## config.mk

```make
export PLATFORM = sky130hd
export DESIGN_NAME = msc_ucode
export DESIGN_NICKNAME = d
export VERILOG_FILES = /design/src/rtl/msc_pkg.sv /design/src/rtl/msc_ucode.sv
export SDC_FILE = /design/constraint.sdc
export NUM_CORES = 1
export LEC_CHECK = 0
export ABC_AREA = 1
export BUFFER_PORTS_ARGS = -buffer_cell sky130_fd_sc_hd__buf_2
export CORE_MARGIN = 4
export CORE_UTILIZATION = 30
export CTS_BUF_LIST = sky130_fd_sc_hd__clkbuf_8 sky130_fd_sc_hd__clkbuf_16
export CTS_CLUSTER_SIZE = 28
export DETAILED_ROUTE_END_ITERATION = 7
export HOLD_SLACK_MARGIN = 0.05
export PLACE_DENSITY = 0.67
export SLEW_MARGIN = 20
export SYNTH_ARGS = -nofsm -noshare
export SYNTH_HDL_FRONTEND = slang
export SYNTH_SLANG_ARGS = --single-unit
```

## constraint.sdc

```tcl
create_clock -name clk -period 1.6 [get_ports clk]
set_input_delay 0.32 -clock clk [delete_from_list [all_inputs] [get_ports clk]]
set_output_delay 0.32 -clock clk [all_outputs]
set_load 0.005 [all_outputs]
```

## src/rtl/msc_pkg.sv

```systemverilog
// Shared constants, types and the microcode ROM of the MIPS subset core.
package msc_pkg;

	// Unified word memory; the depth is a power of two, so the word index wraps by truncation.
	localparam int unsigned MEM_WORDS = 4096;
	localparam int unsigned MEM_AW = $clog2(MEM_WORDS);

	// Special instruction words and address masks.
	localparam logic [31:0] SYSCALL_WORD = 32'h0000_000c;
	localparam logic [31:0] JUMP_REGION = 32'hF000_0000;

	// Syscall services that the core acts on.
	localparam logic [31:0] SVC_RD_INT = 32'd5;
	localparam logic [31:0] SVC_RD_FLT = 32'd6;
	localparam logic [31:0] SVC_EXIT = 32'd10;
	localparam logic [31:0] SVC_RD_CHR = 32'd12;

	// Fixed register numbers.
	localparam logic [4:0] REG_ZERO = 5'd0;
	localparam logic [4:0] REG_V0 = 5'd2;
	localparam logic [4:0] REG_A0 = 5'd4;

	// Primary opcodes.
	localparam logic [5:0] OP_RTYPE = 6'h00;
	localparam logic [5:0] OP_J = 6'h02;
	localparam logic [5:0] OP_BEQ = 6'h04;
	localparam logic [5:0] OP_ADDI = 6'h08;
	localparam logic [5:0] OP_ORI = 6'h0D;
	localparam logic [5:0] OP_LUI = 6'h0F;
	localparam logic [5:0] OP_LW = 6'h23;
	localparam logic [5:0] OP_SW = 6'h2B;

	// R-type function codes.
	localparam logic [5:0] FUNCT_ADD = 6'h20;
	localparam logic [5:0] FUNCT_SUB = 6'h22;
	localparam logic [5:0] FUNCT_SLT = 6'h2A;

	// Host command codes carried in the func field.
	localparam logic [2:0] CMD_WRITE = 3'd0;
	localparam logic [2:0] CMD_SETPC = 3'd1;
	localparam logic [2:0] CMD_EXEC = 3'd2;
	localparam logic [2:0] CMD_RDREG = 3'd3;
	localparam logic [2:0] CMD_RDMEM = 3'd4;

	// Microcode addresses.
	localparam int unsigned UPC_W = 4;
	localparam logic [UPC_W-1:0] UA_IDLE = 4'd0;
	localparam logic [UPC_W-1:0] UA_WRW = 4'd1;
	localparam logic [UPC_W-1:0] UA_SETPC = 4'd2;
	localparam logic [UPC_W-1:0] UA_RDR1 = 4'd3;
	localparam logic [UPC_W-1:0] UA_RDR2 = 4'd4;
	localparam logic [UPC_W-1:0] UA_RDM1 = 4'd5;
	localparam logic [UPC_W-1:0] UA_RDM2 = 4'd6;
	localparam logic [UPC_W-1:0] UA_FETCH = 4'd7;
	localparam logic [UPC_W-1:0] UA_DECODE = 4'd8;
	localparam logic [UPC_W-1:0] UA_EXEC = 4'd9;
	localparam logic [UPC_W-1:0] UA_MEMACC = 4'd10;
	localparam logic [UPC_W-1:0] UA_LOADWB = 4'd11;
	localparam logic [UPC_W-1:0] UA_RESP = 4'd12;

	// Jump kinds. IF kinds go to the target if their condition holds, WAIT_OUT if unblocked.
	localparam logic [2:0] JK_NEXT = 3'd0;
	localparam logic [2:0] JK_GOTO = 3'd1;
	localparam logic [2:0] JK_DISPATCH = 3'd2;
	localparam logic [2:0] JK_IF_HALT = 3'd3;
	localparam logic [2:0] JK_IF_ALU = 3'd4;
	localparam logic [2:0] JK_IF_STORE = 3'd5;
	localparam logic [2:0] JK_WAIT_OUT = 3'd6;

	// Memory port operations.
	localparam logic [2:0] MO_NONE = 3'd0;
	localparam logic [2:0] MO_RD_IN = 3'd1;
	localparam logic [2:0] MO_WR_IN = 3'd2;
	localparam logic [2:0] MO_RD_PC = 3'd3;
	localparam logic [2:0] MO_ACC = 3'd4;

	// Register file read address sources.
	localparam logic [1:0] RS_NONE = 2'd0;
	localparam logic [1:0] RS_IDX = 2'd1;
	localparam logic [1:0] RS_DEC = 2'd2;

	// Sources for the host read data register.
	localparam logic [1:0] RL_NONE = 2'd0;
	localparam logic [1:0] RL_RF = 2'd1;
	localparam logic [1:0] RL_MEM = 2'd2;

	// One microcode word.
	typedef struct packed {
		logic [2:0]       jmp;
		logic [UPC_W-1:0] target;
		logic [2:0]       mem_op;
		logic [1:0]       rf_op;
		logic [1:0]       rd_op;
		logic             ld_ir;
		logic             ex;
		logic             wb_load;
		logic             set_pc;
		logic             out_ld;
	} ucw_t;

	// Control from the sequencer to the datapath.
	typedef struct packed {
		logic accept;
		ucw_t uw;
	} ctrl_t;

	// Status from the datapath to the sequencer.
	typedef struct packed {
		logic halt;
		logic alu_only;
		logic store;
		logic out_block;
		logic mem_busy;
	} stat_t;

	// Request to the word memory.
	typedef struct packed {
		logic              en;
		logic              we;
		logic [MEM_AW-1:0] idx;
		logic [31:0]       wdata;
	} mem_req_t;

	// Microcode ROM.
	function automatic ucw_t ucode_rom(input logic [UPC_W-1:0] upc);
		ucw_t w;
		w = '0;
		w.jmp = JK_GOTO;
		w.target = UA_IDLE;
		case (upc)
			UA_IDLE: begin
				w.jmp = JK_DISPATCH;
			end
			UA_WRW: begin
				w.mem_op = MO_WR_IN;
				w.target = UA_RESP;
			end
			UA_SETPC: begin
				w.set_pc = 1'b1;
				w.target = UA_RESP;
			end
			UA_RDR1: begin
				w.rf_op = RS_IDX;
				w.jmp = JK_NEXT;
			end
			UA_RDR2: begin
				w.rd_op = RL_RF;
				w.target = UA_RESP;
			end
			UA_RDM1: begin
				w.mem_op = MO_RD_IN;
				w.jmp = JK_NEXT;
			end
			UA_RDM2: begin
				w.rd_op = RL_MEM;
				w.target = UA_RESP;
			end
			UA_FETCH: begin
				w.mem_op = MO_RD_PC;
				w.jmp = JK_IF_HALT;
				w.target = UA_RESP;
			end
			UA_DECODE: begin
				w.ld_ir = 1'b1;
				w.rf_op = RS_DEC;
				w.jmp = JK_NEXT;
			end
			UA_EXEC: begin
				w.ex = 1'b1;
				w.jmp = JK_IF_ALU;
				w.target = UA_RESP;
			end
			UA_MEMACC: begin
				w.mem_op = MO_ACC;
				w.jmp = JK_IF_STORE;
				w.target = UA_RESP;
			end
			UA_LOADWB: begin
				w.wb_load = 1'b1;
				w.jmp = JK_NEXT;
			end
			UA_RESP: begin
				w.out_ld = 1'b1;
				w.jmp = JK_WAIT_OUT;
				w.target = UA_IDLE;
			end
			default: begin
				w.jmp = JK_GOTO;
			end
		endcase
		return w;
	endfunction

	// Entry point of the routine for each host command.
	function automatic logic [UPC_W-1:0] entry_of(input logic [2:0] func);
		logic [UPC_W-1:0] e;
		case (func)
			CMD_WRITE: e = UA_WRW;
			CMD_SETPC: e = UA_SETPC;
			CMD_EXEC:  e = UA_FETCH;
			CMD_RDREG: e = UA_RDR1;
			CMD_RDMEM: e = UA_RDM1;
			default:   e = UA_RESP;
		endcase
		return e;
	endfunction

endpackage

```

## src/rtl/msc_ucode.sv

```systemverilog
// Microcode sequencer: step counter, control ROM lookup and conditional jumps.
module msc_ucode import msc_pkg::*; (
	input  logic       clk,
	input  logic       arst_n,
	input  logic       in_valid,
	input  logic [2:0] in_func,
	output logic       in_ready,
	input  stat_t      stat,
	output ctrl_t      ctrl
);

	logic [UPC_W-1:0] upc_q;
	logic [UPC_W-1:0] upc_nxt;
	logic [UPC_W-1:0] upc_inc;
	ucw_t             uw;
	logic             accept;

	assign uw       = ucode_rom(upc_q);
	assign upc_inc  = upc_q + UPC_W'(1);
	assign in_ready = (upc_q == UA_IDLE) && !stat.mem_busy;
	assign accept   = in_valid && in_ready;

	// Next step selection.
	always_comb begin
		case (uw.jmp)
			JK_NEXT:     upc_nxt = upc_inc;
			JK_GOTO:     upc_nxt = uw.target;
			JK_DISPATCH: upc_nxt = accept ? entry_of(in_func) : upc_q;
			JK_IF_HALT:  upc_nxt = stat.halt ? uw.target : upc_inc;
			JK_IF_ALU:   upc_nxt = stat.alu_only ? uw.target : upc_inc;
			JK_IF_STORE: upc_nxt = stat.store ? uw.target : upc_inc;
			JK_WAIT_OUT: upc_nxt = stat.out_block ? upc_q : uw.target;
			default:     upc_nxt = UA_IDLE;
		endcase
	end

	always_ff @(posedge clk or negedge arst_n) begin
		if (!arst_n) begin
			upc_q <= UA_IDLE;
		end else begin
			upc_q <= upc_nxt;
		end
	end

	// The result load waits while the output register still holds an untaken result.
	always_comb begin
		ctrl.accept    = accept;
		ctrl.uw        = uw;
		ctrl.uw.out_ld = uw.out_ld && !stat.out_block;
	end

endmodule

```

==> impl_metrics.env, run 1 <==
export IMPL_start_util=0.315
export IMPL_drt_iter0_drc=49
export IMPL_power_density_nw_per_um2=1750
export IMPL_hpwl_mm=2.04
export IMPL_yosys_warnings=0
export IMPL_fin_ws_ns=-0.253
export IMPL_drtAntennaViolNets=0
export IMPL_ys_seq_area_frac=0.114
export IMPL_die_h_um=62.0
export IMPL_io_pins=32
export IMPL_diodes=0
export IMPL_synth_area_per_cell_um2=6.39
export IMPL_cts_max_level=1
export IMPL_cpPeakStageDelay_ns=0.43
export IMPL_synth_seq_cells=4
export IMPL_skew_ns=0.00312
export IMPL_cts_root_buf="clkbuf_8"
export IMPL_synth_top_cell_area_share=0.116
export IMPL_drc=0
export IMPL_clkSinkCount=4
export IMPL_largest_register_ffs=4
export IMPL_finalWirelength_mm=2.85
export IMPL_max_cap_violations=0
export IMPL_drt_first_pass_iters=4
export IMPL_overflow=0
export IMPL_synthTopCellsByArea="nand2_1, dfrtp_1, inv_1"
export IMPL_clkSlewWorstSetupHoldPaths_ns=0.03
export IMPL_grt_util_all_layers=0.151
export IMPL_total_leakage_power_nw=0.808
export IMPL_rsz0062_at_grt="yes"
export IMPL_peakVddDrop_mv=0.990
export IMPL_cts_tree="done"
export IMPL_wl_per_cell_um=12.4
export IMPL_vias=1061
export IMPL_fmaxAchievable_ghz=0.540
export IMPL_die_area_um2=3850
export IMPL_hold_class="in2async"
export IMPL_synth_top_family_by_area="simple AND/OR/NAND/NOR gates"
export IMPL_synth_xor_area_frac=0.0200
export IMPL_synth_edf_count=0
export IMPL_fin_area_um2=1560
export IMPL_final_nets=216
export IMPL_synth_top_cell_by_area="nand2_1"
export IMPL_drive_gt1_frac=0.603
export IMPL_clkLatencyLatePin_ns=0.22
export IMPL_port_buffers=29
export IMPL_synth_compound_area_frac=0.137
export IMPL_grt_max_degree=8
export IMPL_synth_mux_area_frac=0
export IMPL_coreArea_um2=2780
export IMPL_gp_congestion=0.807
export IMPL_ys_types=32
export IMPL_grt_pass1_wl_mm=4.23
export IMPL_syn_to_final_growth_pct=78.0
export IMPL_slowest_stage="dfrtp_2"
export IMPL_die_x_um=62.0
export IMPL_grt_pass1_vias=947
export IMPL_synth_fa_ha_area_frac=0.0571
export IMPL_reg2reg_slack_ns=-0.20
export IMPL_postPlaceCellArea_um2=1160
export IMPL_synthFlopType="dfrtp_1"
export IMPL_clockBufferDepth=2
export IMPL_end_kind="primary output"
export IMPL_synthArstFlopShare=1.00
export IMPL_hold_viol=0
export IMPL_synth_area_um2=876
export IMPL_cp_data_arrival_time_ns=1.53
export IMPL_rows=19
export IMPL_path_max_fanout=4
export IMPL_via_per_inst=4.61
export IMPL_path_class="reg2out"
export IMPL_antenna_found_initial=0
export IMPL_worstSetupStartpointType="flop"
export IMPL_top_regs="upc_q: 4 flops"
export IMPL_fin_crit_sh=1.16
export IMPL_maxSlewViolCount=0
export IMPL_syn_inst=137
export IMPL_violations="negative setup slack"
export IMPL_nFillCells=248
export IMPL_min_period_ns=1.85
export IMPL_synth_simple_area_share=0.486
export IMPL_p_total_mw=2.73
export IMPL_critical_path_required_ns=1.28
export IMPL_setup_viol=22
export IMPL_status="finished with violations"
export IMPL_top_register="upc_q"
export IMPL_crit_chain="buf_6 -> ha_4 -> o21ai_4 -> nand2_4 -> nor2_4 -> nand2_2 -> nand2_1 -> buf_2"
export IMPL_cts_buffers=3
synthesized netlist by cell type (all sizes together), types with 2 or more instances:
| cell | instances |
|---|---|
| o21a | 2 |
| o21ai | 10 |
| nand4 | 3 |
| ha | 4 |
| a21oi | 3 |
| buf | 7 |
| nor3 | 2 |
| nor2 | 23 |
| nand3 | 12 |
| inv | 24 |
| dfrtp | 4 |
| nand2 | 34 |
cell families after synthesis:
kind of cell / count (synthesis)
buffers and inverters: 32
xor gates and xnor gates: 2
AOI/OAI and AO/OA: 19
adders and majority gates: 4
and+or+nand+nor: 75
DFF: 4
other: 1
path summary, 6_finish.rpt:
kind | start | cells after the start | endpoint
min | arst_n | 2 | upc_q[1]$_DFFE_PN0P_
max | upc_q[0]$_DFFE_PN0P_ | 8 | ctrl[16]
min reg2reg | upc_q[1]$_DFFE_PN0P_ | 3 | upc_q[1]$_DFFE_PN0P_
max in group asynchronous | arst_n | 2 | upc_q[0]$_DFFE_PN0P_
max reg2reg | upc_q[1]$_DFFE_PN0P_ | 13 | upc_q[3]$_DFFE_PN0P_
min in group clk | stat[1] | 4 | upc_q[3]$_DFFE_PN0P_
cell usage in the layout, fill, tap and decap left out, drive strengths merged, types with 2 or more instances in the layout:
cell / synthesis / final
buf: 7 / 64
nand2: 34 / 34
inv: 24 / 25
nor2: 23 / 23
nand3: 12 / 12
o21ai: 10 / 10
ha: 4 / 4
dfrtp: 4 / 4
nand4: 3 / 3
clkbuf: 0 / 3
a21oi: 3 / 3
o21a: 2 / 2
conb: 1 / 2
nor3: 2 / 2
where the power goes:
part / internal [mW] / switching, mW
clock network: 0.161 / 0.0593
logic: 1.10 / 1.18
registers: 0.149 / 0.0914
per-stage QoR:
stage | std cells | worst slack [ns] | hold WS [ns] | setup TNS (ns) | utilization
CTS | 224 | -0.247 | 0.443 | -2.22 | 0.487
detailed placement | 212 | -0.132 | 0.133 | -0.792 | 0.417
global placement | 212 | -0.0871 | 0.133 | -0.313 | 0.417
floorplan | 138 | 0.00328 | 0.0244 | 0 | -
global route | 230 | -0.320 | 0.444 | -4.33 | 0.561
finish | 230 | -0.253 | 0.442 | -2.71 | 0.561
area by class of cell:
type                            count  area (µm²)  area share
Tap cell                           31        38.8      0.0249
Sequential cell                     4         104      0.0666
Timing Repair Buffer               65         472       0.303
Inverter                           25         111      0.0714
Clock buffer                        3        41.3      0.0265
Multi-Input combinational cell    102         792       0.508
critical path, delay by kind of cell, from the launching register on:
family	cells	cell delay [ns]
AO/OA/AOI/OAI	1	0.18
adder cells (fa/ha/maj)	1	0.17
buffers and inverters	2	0.24
flip-flops	1	0.43
AND/OR/NAND/NOR	4	0.28
layer usage:
layer	vias up	part of all wire	routed length (µm)	GRT usage
met5	-	0	0	0
met3	8	0.057	161	0.0207
met2	34	0.51	1440	0.262
met4	0	0.034	97	0.0636
met1	465	0.40	1140	0.184
li1	554	-	-	-
timing repair:
action | CTS | global route
hold buffers | 1 | 0
pin swaps | 7 | 16
setup endpoints to repair | 23 | 23
resized for setup | 19 | 41
endpoints found under the hold margin | 4 | 0
setup buffers | 9 | 6
(Power assumes the default switching activity.)
==> run 2, diff against run 1 <==
CTS_CLUSTER_DIAMETER = 50   (was unset)
TNS_END_PERCENT = 10   (was unset)
==> run 2 against run 1 <==
Effect of this change:
- the run still ends with negative setup slack left
- sequential share of layout area is 1.1 points higher
- final area is 15% lower
- power is 17% lower
- setup slack better by 0.013 ns
- clock skew hardly changed
- fmax is 0.68% higher
- hold slack hardly changed
- critical path type unchanged
- largest cell class unchanged
- largest power group unchanged
- highest routed layer unchanged
==> impl_metrics.env, run 2 (synthesized netlist as in run 1, its figures left out) <==
export IMPL_final_common_cell="buf_2"
export IMPL_fin_ws_ns=-0.240
export IMPL_setup_tns_ns=-2.29
export IMPL_place_inst=212
export IMPL_path_class="reg2out"
export IMPL_skew_ns=0.00338
export IMPL_antenna_found_initial=0
export IMPL_cts_max_level=1
export IMPL_power_density_nw_per_um2=1700
export IMPL_gp_congestion=0.807
export IMPL_fin_crit_sh=1.15
export IMPL_port_buffers=29
export IMPL_reg2reg_slack_ns=-0.08
export IMPL_io_pins=32
export IMPL_grt_util_all_layers=0.146
export IMPL_hpwl_mm=2.04
export IMPL_rsz0062_at_grt="yes"
export IMPL_cp_data_arrival_time_ns=1.52
export IMPL_p_switching_mw=1.12
export IMPL_fin_area_um2=1330
export IMPL_grt_pass1_wl_mm=4.12
export IMPL_combinationalPowerShare=0.799
export IMPL_place_worst_setup_slack_ns=-0.132
export IMPL_intPower_mw=1.14
export IMPL_cts_root_buf="clkbuf_8"
export IMPL_clkLatencyLatePin_ns=0.22
export IMPL_final_nets=207
export IMPL_diodes=0
export IMPL_start_util=0.315
export IMPL_die_area_um2=3850
export IMPL_hold_class="in2async"
export IMPL_drt_first_pass_iters=4
export IMPL_max_cap_violations=0
export IMPL_violations="negative setup slack"
export IMPL_wl_per_cell_um=11.5
export IMPL_maxSlewViolCount=0
export IMPL_via_per_inst=4.56
export IMPL_hold_viol=0
export IMPL_die_h_um=62.0
export IMPL_worstSetupStartpointType="flop"
export IMPL_end_kind="primary output"
export IMPL_grt_pass1_vias=917
export IMPL_status="finished with violations"
export IMPL_total_leakage_power_nw=0.727
export IMPL_min_period_ns=1.84
export IMPL_pwr_share_clk=0.098
export IMPL_coreArea_um2=2780
export IMPL_final_util=0.478
export IMPL_cts_tree="done"
export IMPL_layout_common_cells="buf_2, nand2_1, buf_4"
export IMPL_fmaxAchievable_ghz=0.543
export IMPL_postPlaceCellArea_um2=1160
export IMPL_peakVddDrop_mv=0.750
export IMPL_cpPeakStageDelay_ns=0.43
export IMPL_top_regs="upc_q: 4 flops"
export IMPL_cts_buffers=3
export IMPL_grt_max_degree=8
export IMPL_setup_viol=21
export IMPL_largest_register_ffs=4
export IMPL_seqPwrFrac=0.103
export IMPL_drtAntennaViolNets=0
export IMPL_clkSlewWorstSetupHoldPaths_ns=0.03
export IMPL_finalNonFillerCells=221
export IMPL_swShare=0.495
export IMPL_overflow=0
export IMPL_critPathMostFrequentCell="nand2_2"
export IMPL_critical_path_required_ns=1.28
export IMPL_hold_worst_slack_ns=0.442
export IMPL_drc=0
export IMPL_rows=19
export IMPL_crit_chain="buf_6 -> ha_4 -> o21ai_4 -> nand2_2 -> nor2_2 -> nand2_2 -> nand2_1 -> buf_2"
export IMPL_drt_iter0_drc=33
export IMPL_p_total_mw=2.26
export IMPL_path_max_fanout=5
export IMPL_vias=1008
export IMPL_syn_to_final_growth_pct=51.9
export IMPL_slowest_stage="dfrtp_2"
export IMPL_clkSinkCount=4
export IMPL_top_register="upc_q"
export IMPL_drive_gt1_frac=0.505
export IMPL_crit_family="flip-flops"
export IMPL_clockBufferDepth=2
export IMPL_path_buf_inv=2
export IMPL_finalWirelength_mm=2.55
export IMPL_die_x_um=62.0
## run 2: repair_timing
action	in CTS	in global routing
endpoints found under the hold margin	4	0
hold buffers	1	0
resized for setup	18	1
pin swaps	7	3
buffers inserted	5	0
endpoints found under the setup margin	23	23
## run 2: power groups by stage
stage	Combinational, mW	Clock [mW]	Sequential, mW
2_1_floorplan	1.15	0	0.171
3_3_place_gp	1.59	0	0.210
3_5_place_dp	1.59	0	0.214
4_1_cts	1.80	0.230	0.232
5_1_grt	2.03	0.232	0.239
6_report	1.80	0.221	0.232
## run 2: cell type report
type	count	area (µm²)
fillers	285	1450
multi-input cells	102	689
well taps	31	38.8
repair buffers	56	358
inverters	25	98.8
clock buffers	3	41.3
flip-flops and latches	4	104
## run 2: worst paths after layout
path	cells past startpoint	end	from
setup reg to reg	12	upc_q[3]$_DFFE_PN0P_	upc_q[1]$_DFFE_PN0P_
max in group asynchronous	2	upc_q[0]$_DFFE_PN0P_	arst_n
hold reg to reg	3	upc_q[1]$_DFFE_PN0P_	upc_q[1]$_DFFE_PN0P_
min in group clk	4	upc_q[3]$_DFFE_PN0P_	stat[1]
setup / recovery	8	ctrl[16]	upc_q[0]$_DFFE_PN0P_
hold / removal	2	upc_q[1]$_DFFE_PN0P_	arst_n
## run 2: per-layer routing
layer,share of wire,GRT usage,vias to the layer above
li1,-,-,530
met1,0.41,0.188,437
met2,0.49,0.247,37
met3,0.069,0.0186,4
met4,0.024,0.0576,0
met5,0,0,-
